<file path="src/hw/rtl/crcfr_pkg.sv">
// ----------------------------------------------------------------------------
// crcfr_pkg
// Shared types, constants and the CRC byte update for the frame receiver.
// ----------------------------------------------------------------------------
`default_nettype none

package crcfr_pkg;

  localparam int          HEADER_BYTES = 4;
  localparam logic [15:0] CRC_INIT     = 16'hFFFF;
  localparam logic [15:0] CRC_POLY     = 16'h8408;

  localparam logic [7:0]  POS_LENGTH   = 8'd0;
  localparam logic [7:0]  POS_ID       = 8'd1;
  localparam logic [7:0]  POS_SPARE    = 8'd2;

  typedef struct packed {
    logic       still_receiving;
    logic       payload_valid;
    logic [7:0] payload_index;
    logic [7:0] payload_byte;
    logic       frame_good;
    logic [7:0] frame_id;
    logic [7:0] frame_length;
  } result_t;

  function automatic logic [15:0] crc16_feed(input logic [15:0] crc, input logic [7:0] data);
    logic [15:0] c;
    c = crc ^ {8'h00, data};
    for (int i = 0; i < 8; i++) begin
      c = c[0] ? ((c >> 1) ^ CRC_POLY) : (c >> 1);
    end
    return c;
  endfunction

endpackage

`default_nettype wire

</file>
<file path="src/hw/rtl/crcfr_engine.sv">
// ----------------------------------------------------------------------------
// crcfr_engine
// Frame state registers and per-byte decode: position, length, id and CRC.
// ----------------------------------------------------------------------------
`default_nettype none

module crcfr_engine
  import crcfr_pkg::*;
#(
  parameter int BUFFER_BYTES = 64
) (
  input  wire logic       clk,
  input  wire logic       rst,
  input  wire logic       accept,
  input  wire logic [7:0] rx_byte,
  output result_t         result
);

  logic [7:0]  byte_position, byte_position_next;
  logic [7:0]  payload_length, payload_length_next;
  logic [7:0]  message_id, message_id_next;
  logic [15:0] running_crc, running_crc_next;

  logic [8:0]  crc_low_pos;
  logic [8:0]  length_total;
  logic [15:0] crc_fed;
  logic        idle;

  always_comb begin
    crc_low_pos  = 9'(HEADER_BYTES - 1) + {1'b0, payload_length};
    length_total = 9'(HEADER_BYTES) + {1'b0, rx_byte};
    crc_fed      = crc16_feed((byte_position == POS_LENGTH) ? CRC_INIT : running_crc, rx_byte);

    payload_length_next = payload_length;
    message_id_next     = message_id;
    running_crc_next    = running_crc;
    result              = '0;
    idle                = 1'b0;

    priority if (byte_position == POS_LENGTH) begin
      if (length_total > 9'(BUFFER_BYTES)) begin
        idle = 1'b1;
      end else begin
        payload_length_next = rx_byte;
        running_crc_next    = crc_fed;
      end
    end else if (byte_position == POS_ID) begin
      message_id_next  = rx_byte;
      running_crc_next = crc_fed;
    end else if (byte_position == POS_SPARE) begin
      running_crc_next = crc_fed;
    end else if ({1'b0, byte_position} < crc_low_pos) begin
      running_crc_next     = crc_fed;
      result.payload_valid = 1'b1;
      result.payload_index = byte_position - 8'(HEADER_BYTES - 1);
      result.payload_byte  = rx_byte;
    end else if ({1'b0, byte_position} == crc_low_pos) begin
      idle = (rx_byte != running_crc[7:0]);
    end else begin
      if (rx_byte == running_crc[15:8]) begin
        result.frame_good   = 1'b1;
        result.frame_id     = message_id;
        result.frame_length = payload_length;
      end
      idle = 1'b1;
    end

    result.still_receiving = !idle;
    byte_position_next     = idle ? POS_LENGTH : byte_position + 8'd1;
  end

  always_ff @(posedge clk) begin
    if (rst) begin
      byte_position  <= POS_LENGTH;
      payload_length <= '0;
      message_id     <= '0;
      running_crc    <= CRC_INIT;
    end else if (accept) begin
      byte_position  <= byte_position_next;
      payload_length <= payload_length_next;
      message_id     <= message_id_next;
      running_crc    <= running_crc_next;
    end
  end

endmodule

`default_nettype wire

</file>
<file path="src/hw/rtl/crcfr_skid.sv">
// ----------------------------------------------------------------------------
// crcfr_skid
// Output register with one skid entry for result beats.
// ----------------------------------------------------------------------------
`default_nettype none

module crcfr_skid
  import crcfr_pkg::*;
(
  input  wire logic    clk,
  input  wire logic    rst,
  input  wire logic    in_valid,
  output logic         in_ready,
  input  wire result_t in_data,
  output logic         out_valid,
  input  wire logic    out_ready,
  output result_t      out_data
);

  logic    skid_valid;
  result_t skid_data;

  assign in_ready = !skid_valid;

  always_ff @(posedge clk) begin
    if (rst) begin
      out_valid  <= 1'b0;
      skid_valid <= 1'b0;
    end else if (out_ready || !out_valid) begin
      if (skid_valid) begin
        out_valid  <= 1'b1;
        skid_valid <= 1'b0;
      end else begin
        out_valid <= in_valid;
      end
    end else if (in_valid && in_ready) begin
      skid_valid <= 1'b1;
    end
  end

  always_ff @(posedge clk) begin
    if (out_ready || !out_valid) begin
      if (skid_valid) begin
        out_data <= skid_data;
      end else if (in_valid) begin
        out_data <= in_data;
      end
    end else if (in_valid && in_ready) begin
      skid_data <= in_data;
    end
  end

endmodule

`default_nettype wire

</file>
<file path="src/hw/rtl/crc_frame_receiver.sv">
// ----------------------------------------------------------------------------
// crc_frame_receiver
// Length-prefixed frame receiver with reflected CCITT CRC-16 check.
// ----------------------------------------------------------------------------
// Usage:
//   Slave side takes one received byte per beat (start character stripped):
//   length, id, spare, payload, CRC low, CRC high. Every input beat yields
//   exactly one result beat on the master side.
//   Result beat carries the payload byte with its index when payload_valid,
//   and frame_good with id and length on the beat of a matching CRC high byte.
//   still_receiving low marks the byte on which the receiver went idle:
//   oversized length, bad CRC low byte, or end of frame.
//   A result beat is registered in the skid output register, or in the skid
//   entry on a stall. Throughput: one byte per cycle while s_tready is high;
//   CRC update and position compare are combinational on the frame state.
//   Reset: position cleared, CRC set to 0xFFFF, no result pending.
//   Stall: a held result keeps its value; one more byte lands in the skid
//   entry, then s_tready drops until the master side drains.
// ----------------------------------------------------------------------------
`default_nettype none

module crc_frame_receiver
  import crcfr_pkg::*;
#(
  parameter int BUFFER_BYTES = 64
) (
  input  wire logic        clk,
  input  wire logic        rst,
  input  wire logic        s_tvalid,
  output logic             s_tready,
  input  wire logic [7:0]  s_tdata,   // [7:0] rx_byte
  output logic             m_tvalid,
  input  wire logic        m_tready,
  output logic [31:0]      m_tdata,   // [7:0] payload_index, [15:8] payload_byte,
                                      // [23:16] frame_id, [31:24] frame_length
  output logic [2:0]       m_tuser    // [0] still_receiving, [1] payload_valid,
                                      // [2] frame_good
);

  result_t result;
  result_t out_result;
  logic    accept;

  assign accept = s_tvalid && s_tready;

  crcfr_engine #(
    .BUFFER_BYTES(BUFFER_BYTES)
  ) u_engine (
    .clk    (clk),
    .rst    (rst),
    .accept (accept),
    .rx_byte(s_tdata),
    .result (result)
  );

  crcfr_skid u_skid (
    .clk      (clk),
    .rst      (rst),
    .in_valid (s_tvalid),
    .in_ready (s_tready),
    .in_data  (result),
    .out_valid(m_tvalid),
    .out_ready(m_tready),
    .out_data (out_result)
  );

  assign m_tdata = {out_result.frame_length, out_result.frame_id,
                    out_result.payload_byte, out_result.payload_index};
  assign m_tuser = {out_result.frame_good, out_result.payload_valid,
                    out_result.still_receiving};

endmodule

`default_nettype wire

</file>
<file path="config.mk">
export PLATFORM = sky130hd
export DESIGN_NAME = crc_frame_receiver
export DESIGN_NICKNAME = d
export VERILOG_FILES = /design/src/hw/rtl/crcfr_pkg.sv /design/src/hw/rtl/crcfr_engine.sv /design/src/hw/rtl/crcfr_skid.sv /design/src/hw/rtl/crc_frame_receiver.sv
export SDC_FILE = /design/constraint.sdc
export NUM_CORES = 1
export LEC_CHECK = 0
export BUFFER_PORTS_ARGS = -buffer_cell sky130_fd_sc_hd__buf_2
export CAP_MARGIN = 20
export CORE_MARGIN = 4
export CORE_UTILIZATION = 54
export DETAILED_ROUTE_END_ITERATION = 10
export PLACE_DENSITY_LB_ADDON = 0.08
export SLEW_MARGIN = 25
export SYNTH_ARGS = -nofsm -noshare
export SYNTH_HDL_FRONTEND = slang
export SYNTH_SLANG_ARGS = --single-unit
</file>
<file path="constraint.sdc">
create_clock -name clk -period 2.9 [get_ports clk]
set_input_delay 0.435 -clock clk [delete_from_list [all_inputs] [get_ports clk]]
set_output_delay 0.435 -clock clk [all_outputs]
set_load 0.05 [all_outputs]
</file>
==> results of run 1 <==
timing repair:
item | 4_1_cts | 5_1_grt
buffers inserted | 1 | 4
setup endpoints to repair | 48 | 72
pin swaps | 2 | 4
hold buffers | 0 | 0
gates resized for setup | 18 | 59
gates cloned | 3 | 0
layout make-up:
class	count	area [um2]
Timing Repair Buffer	94	690.7
Clock inverter	7	102.6
Fill cell	777	3161
Multi-Input combinational cell	336	2665
Tap cell	133	166.4
Sequential cell	112	2952
Inverter	23	93.84
Clock buffer	9	123.9
kinds of logic (layout without fill, tap and decap cells):
group                    after synthesis  in the layout  synth area share
buffers and inverters                 61            133           0.04745
flip-flops                           112            112            0.5239
AO/OA/AOI/OAI                         71             71            0.1216
AND/OR/NAND/NOR                      166            166            0.1368
adder cells (fa/ha/maj)               13             13           0.02896
XOR/XNOR                              63             63           0.09824
multiplexers                          23             23           0.04299
layout by cell type, fill, tap and decap left out, types with 2 or more instances in the layout:
cell / Yosys / routed
edfxtp_1: 70 / 70
nor2_1: 79 / 64
xnor2_1: 51 / 51
buf_2: 10 / 48
buf_4: 0 / 38
dfxtp_1: 42 / 37
nand2_1: 37 / 36
inv_1: 23 / 20
o31ai_4: 12 / 16
nor2_2: 0 / 15
mux2i_1: 14 / 14
xor2_1: 12 / 12
ha_1: 13 / 12
a21oi_1: 11 / 10
and2_4: 0 / 9
clkbuf_8: 0 / 9
nand4_1: 8 / 8
o21ai_0: 10 / 8
mux2_4: 0 / 8
a211o_1: 8 / 8
o31ai_2: 1 / 7
nor3_1: 8 / 6
and3_1: 5 / 5
nor2b_1: 4 / 4
dfxtp_2: 0 / 4
nor3_4: 1 / 3
inv_8: 0 / 3
o31ai_1: 13 / 3
a22oi_1: 3 / 3
buf_16: 0 / 3
buf_12: 1 / 3
inv_2: 0 / 2
a211oi_2: 0 / 2
o21ai_1: 0 / 2
nand3_1: 2 / 2
nand3b_1: 2 / 2
or3_1: 2 / 2
bufinv_16: 0 / 2
buf_6: 1 / 2
registers in the layout, summed over array words and instances (netlist names):
signal                   flops
u_skid.out_valid             1
u_engine.payload_length      8
u_engine.message_id          8
u_engine.running_crc        16
u_skid.skid_data            35
u_skid.out_data             35
u_engine.byte_position       8
u_skid.skid_valid            1
layer usage:
metal	wire length, um	track usage	vias up	part of all wire
li1	-	-	1901	-
met1	5137	0.2701	1907	0.42
met2	6381	0.3679	62	0.53
met3	383	0.02679	14	0.032
met4	216	0.08638	0	0.018
met5	0	0	-	0
how the worst max path moves through the flow:
stage,startpoint,end,slack [ps],cells after the start
CTS,u_engine.payload_length[1],u_skid.out_data[11],-30,12
detailed placement,u_engine.payload_length[1],u_skid.out_data[3],-210,12
finish,u_engine.payload_length[1],u_skid.out_data[5],-20,12
global route,u_engine.payload_length[0],u_skid.out_data[5],-180,12
floorplan,u_engine.payload_length[0],u_skid.out_data[11],10,13
global placement,u_engine.payload_length[0],u_skid.out_data[0],-90,12
power by group:
group,internal [mW],leakage (nW),switching [mW]
combinational,0.186,1.41,0.330
clock,0.499,0.111,0.563
sequential,1.76,1.02,0.0398
tightest hold or removal path, delay by kind of cell:
family                 cells  cell delay [ps]
buffers and inverters      1              130
and+or+nand+nor            2              180
==> results.py, run 1 <==
metrics = {
    "critical_path": {
        "required_ps": 3110,
        "reg2reg_to": "u_skid.out_data[5]",
        "reg2reg_from": "u_engine.payload_length[1]",
        "crit_fanout": 4,
        "critPathBufInv": 2,
        "cp_slowest_cell": "or4_4",
        "worst_setup_path_start_kind": "flip-flop",
        "reg2reg_depth": 12,
        "path_delay_family": "simple AND/OR/NAND/NOR gates",
        "cp.arrival_ps": 3130,
        "cpPeakStageDelay_ps": 540,
        "crit_type": "reg -> reg",
        "crit_chain": "inv_2 > ha_4 > nor3_4 > xnor2_1 > ha_1 > nand4_1 > o221ai_2 > a211oi_2 > or2_0 > or4_4 > buf_16 > o31ai_4",
        "r2r_slack_ps": -20,
        "endpoint_kind": "flip-flop",
    },
    "power_and_ir_drop": {
        "total_leakage_power_nw": 2.545,
        "finalPower_mw": 3.380,
        "ir_worst_vdd_uv": 277.7,
        "p_per_area_mw_per_mm2": 497.5,
    },
    "timing": {
        "fmax_mhz": 343.0,
        "finalCritPeriodShare": 1.005,
        "drv_slew": 0,
        "finalSetupViolations": 1,
        "slew-limit-headroom": 0.5928,
        "post-route-min-period_ps": 2915,
        "tns_ps": -15.33,
        "hold_violations": 0,
        "fin_skew_ps": 17.89,
        "rsz0062_at_grt": "true",
        "hold_slack_ps": 403.5,
        "tightest_slew_ps": 608.9,
        "worst_slack_ps": -15.33,
    },
    "global_routing": {
        "grt_pass1_vias": 3914,
        "grt_pass1_wl_um": 19710,
        "track_usage": 0.2128,
        "grt_overflow": 0,
        "antenna_found_initial": 0,
        "grt_max_degree": 41,
    },
    "floorplan": {
        "dieArea_mm2": 0.01210,
        "die_x_um": 110.0,
        "coreArea_mm2": 0.009955,
        "std_cell_rows": 36,
        "io_pins": 49,
        "start_util": 0.5642,
        "dieHeight_um": 110.0,
    },
    "hold_path": {
        "worstHoldStart": "s_tvalid",
        "min_to": "u_skid.skid_valid",
        "hold_path_depth": 3,
        "hp-class": "in -> reg",
    },
    "outcome": {
        "status": "complete, but fails checks",
        "violations": "setup timing",
    },
    "synthesis": {
        "synth_top_area_share": 0.3742,
        "syn-num-nets": 534,
        "synth.avg_cell_area_um2": 11.03,
        "synth_area_leaders": "edfxtp_1, dfxtp_1, xnor2_1, nor2_1, o31ai_4",
        "synth_warnings": 0,
        "ys_seq_area_frac": 0.5239,
        "ys.flop_type": "edfxtp_1",
        "ys_ff_latch": 112,
        "synth.distinct_cells": 50,
        "yosysMostFrequentCell": "nor2_1",
        "synth_commonest_cells": "nor2_1, edfxtp_1, xnor2_1, dfxtp_1, nand2_1",
        "syn_inst": 509,
        "ys_async_sr_fraction": 0,
        "syn_area_mm2": 0.005617,
        "synth_edf_count": 70,
        "yosysTopAreaCell": "edfxtp_1",
    },
    "place": {
        "place_hpwl_um": 7939,
        "dpl.cell_count": 690,
        "dpl_cell_area_mm2": 0.006178,
        "gp_congestion": 0.8406,
        "portBuffers": 48,
        "dp_slack_ps": -210.4,
    },
    "detailed_routing": {
        "routedWlPerCell_um": 16.97,
        "drc": 0,
        "drt_wl_total_um": 12120,
        "first_pass_iters": 4,
        "initialDrtViolationCount": 259,
        "via_per_inst": 5.440,
        "num_vias": 3884,
        "postRouteAntennaNets": 0,
    },
    "clock_network": {
        "root_buffer": "clkbuf_8",
        "clk_latency_ps": 390,
        "clk_pin_slew_ps": 100,
        "clock-sinks": 112,
        "cts-buffers-inserted": 9,
        "clockBufferDepth": 2,
        "cts-htree-levels": 3,
        "cts_tree": "yes",
    },
    "cells_and_area": {
        "final_cells": 714,
        "syn_to_final_growth_pct": 20.96,
        "n_antenna_cell": 0,
        "fin_area_mm2": 0.006794,
        "final_net_count": 601,
        "final_util": 0.6825,
        "drive_above_1_share": 0.3236,
    },
    "run": {
        "maxCapViolations": 0,
    },
}
No activity file was read; power rests on OpenSTA's default activity.
==> run 2: changes to the inputs <==
- CTS_BUF_LIST: unset -> sky130_fd_sc_hd__clkbuf_16
==> run 2 against run 1 <==
Net effect:
- the run now ends clean
- worst setup slack gained 20 ps
- flip-flop and latch count unchanged
- clock power increased by 29%
- final area up 2.8%
- sequential power about the same
- clock skew fell by 10 ps
- count of clock-buffer cells in the layout is the same
- highest routed layer unchanged
==> results.py, run 2 (same netlist as run 1, synthesis figures left out) <==
metrics = {
    "detailed_routing": {
        "num_vias": 3964,
        "postRouteAntennaNets": 0,
        "via_per_inst": 5.506,
        "routedWlPerCell_um": 17.52,
        "initialDrtViolationCount": 298,
        "drc": 0,
        "first_pass_iters": 4,
        "drt_wl_total_um": 12610,
    },
    "cells_and_area": {
        "final_util": 0.7019,
        "final_common_cell": "edfxtp_1",
        "fin_area_mm2": 0.006987,
        "n_fill_cell": 725,
        "syn_to_final_growth_pct": 24.39,
        "drive_above_1_share": 0.3441,
        "n_antenna_cell": 0,
        "final_net_count": 607,
        "final_cell_mix": "edfxtp_1, nor2_1, xnor2_1",
        "top_regs": "u_skid.out_data x35, u_skid.skid_data x35, u_engine.running_crc x16",
    },
    "timing": {
        "drv_slew": 0,
        "post-route-min-period_ps": 2895,
        "rsz0062_at_grt": "true",
        "finalSetupViolations": 0,
        "finalCritPeriodShare": 0.9984,
        "fmax_mhz": 345.4,
        "tightest_slew_ps": 614.9,
        "hold_violations": 0,
        "slew-limit-headroom": 0.5869,
        "fin_skew_ps": 7.475,
    },
    "critical_path": {
        "critPathBufInv": 5,
        "worst_setup_path_start_kind": "flip-flop",
        "crit_chain": "inv_2 > ha_4 > nor3_4 > xnor2_1 > ha_1 > buf_6 > a21oi_2 > o221ai_2 > a211oi_2 > buf_4 > or2_4 > nand2_4 > buf_6 > buf_12 > o31ai_1",
        "cp_slowest_cell": "dfxtp_2",
        "path_delay_family": "compound AO/OA/AOI/OAI gates",
        "crit_type": "reg -> reg",
        "cp.arrival_ps": 3070,
        "reg2reg_to": "u_skid.out_data[30]",
        "reg2reg_from": "u_engine.payload_length[1]",
        "crit_fanout": 6,
        "reg2reg_depth": 15,
        "r2r_slack_ps": 5,
        "required_ps": 3070,
        "cpPeakStageDelay_ps": 340,
        "endpoint_kind": "flip-flop",
        "cpMostUsedCell": "buf_6",
    },
    "clock_network": {
        "clockBufferDepth": 2,
        "root_buffer": "clkbuf_16",
        "clk_pin_slew_ps": 70,
        "cts-htree-levels": 3,
        "clk_latency_ps": 360,
        "cts-buffers-inserted": 9,
        "cts_tree": "yes",
        "clock-sinks": 112,
    },
    "global_routing": {
        "grt_pass1_vias": 3956,
        "antenna_found_initial": 0,
        "grt_max_degree": 41,
        "grt_pass1_wl_um": 19990,
        "track_usage": 0.2159,
        "grt_overflow": 0,
    },
    "place": {
        "gp_congestion": 0.8406,
        "dpl_cell_area_mm2": 0.006178,
        "place_hpwl_um": 7939,
        "portBuffers": 48,
    },
    "floorplan": {
        "die_x_um": 110.0,
        "coreArea_mm2": 0.009955,
        "io_pins": 49,
        "start_util": 0.5642,
        "std_cell_rows": 36,
        "dieHeight_um": 110.0,
        "dieArea_mm2": 0.01210,
    },
    "hold_path": {
        "hold_path_depth": 3,
        "min_to": "u_skid.skid_valid",
        "hp-class": "in -> reg",
        "worstHoldStart": "s_tvalid",
    },
    "power_and_ir_drop": {
        "total_leakage_power_nw": 2.585,
        "p_per_area_mw_per_mm2": 531.0,
        "ir_worst_vdd_uv": 303.8,
    },
    "run": {
        "maxCapViolations": 0,
    },
    "outcome": {
        "status": "finished clean",
    },
}
run 2: power by group:
part,leakage (nW),internal [mW],switching [mW]
Clock,0.158,0.770,0.599
Sequential,1.02,1.76,0.0398
Combinational,1.41,0.192,0.347
Total,2.59,2.72,0.985
run 2: tightest hold or removal path, delay by kind of cell:
kind	cells	cell delay, ps
and+or+nand+nor	2	190
buffers and inverters	1	120
run 2: area by class of cell:
type	count	area, um2	area share
sequential	112	2952	0.4225
multi-input combinational	336	2710	0.3879
clock inverter	7	102.6	0.01468
timing repair buffer	100	739.5	0.1058
tap	133	166.4	0.02382
clock buffer	9	225.2	0.03223
inverter	23	91.34	0.01307
run 2: how the worst max path moves through the flow:
| stage | startpoint | endpoint | slack, ps | cells past startpoint |
|---|---|---|---|---|
| 5_1_grt | u_engine.payload_length[0] | u_engine.running_crc[6] | -250 | 13 |
| 4_1_cts | u_engine.payload_length[1] | u_skid.out_data[1] | -40 | 12 |
| 3_3_place_gp | u_engine.payload_length[0] | u_skid.out_data[0] | -90 | 12 |
| 6_report | u_engine.payload_length[1] | u_skid.out_data[30] | 5 | 15 |
| 2_1_floorplan | u_engine.payload_length[0] | u_skid.out_data[11] | 10 | 13 |
| 3_5_place_dp | u_engine.payload_length[1] | u_skid.out_data[3] | -210 | 12 |
run 2: routing by layer:
layer	up-vias	global-route usage	wire length [um]
li1	1913	-	-
met1	1946	0.2826	5319
met2	88	0.3679	6567
met3	17	0.02737	525
met4	0	0.07836	198
met5	-	0	0
run 2: metrics by stage:
stage          hold WS, ps  instances  TNS [ps]  power, mW  setup WS, ps
2_1_floorplan        464.1        509         0      2.195         11.66
3_3_place_gp         481.7        690     -1279      2.312        -88.11
3_5_place_dp         495.1        690     -4708      2.320        -210.4
4_1_cts              446.8        709    -191.9      3.670        -42.55
5_1_grt              479.6        720     -8488      3.853        -248.9
6_report             447.1        720         0      3.710         4.554
run 2: what timing repair did:
| item | CTS | global route |
|---|---|---|
| resized for setup | 16 | 80 |
| hold buffers | 0 | 0 |
| setup buffers | 0 | 10 |
| pin swaps | 2 | 29 |
| setup endpoints to repair | 48 | 72 |
| gates cloned | 3 | 3 |
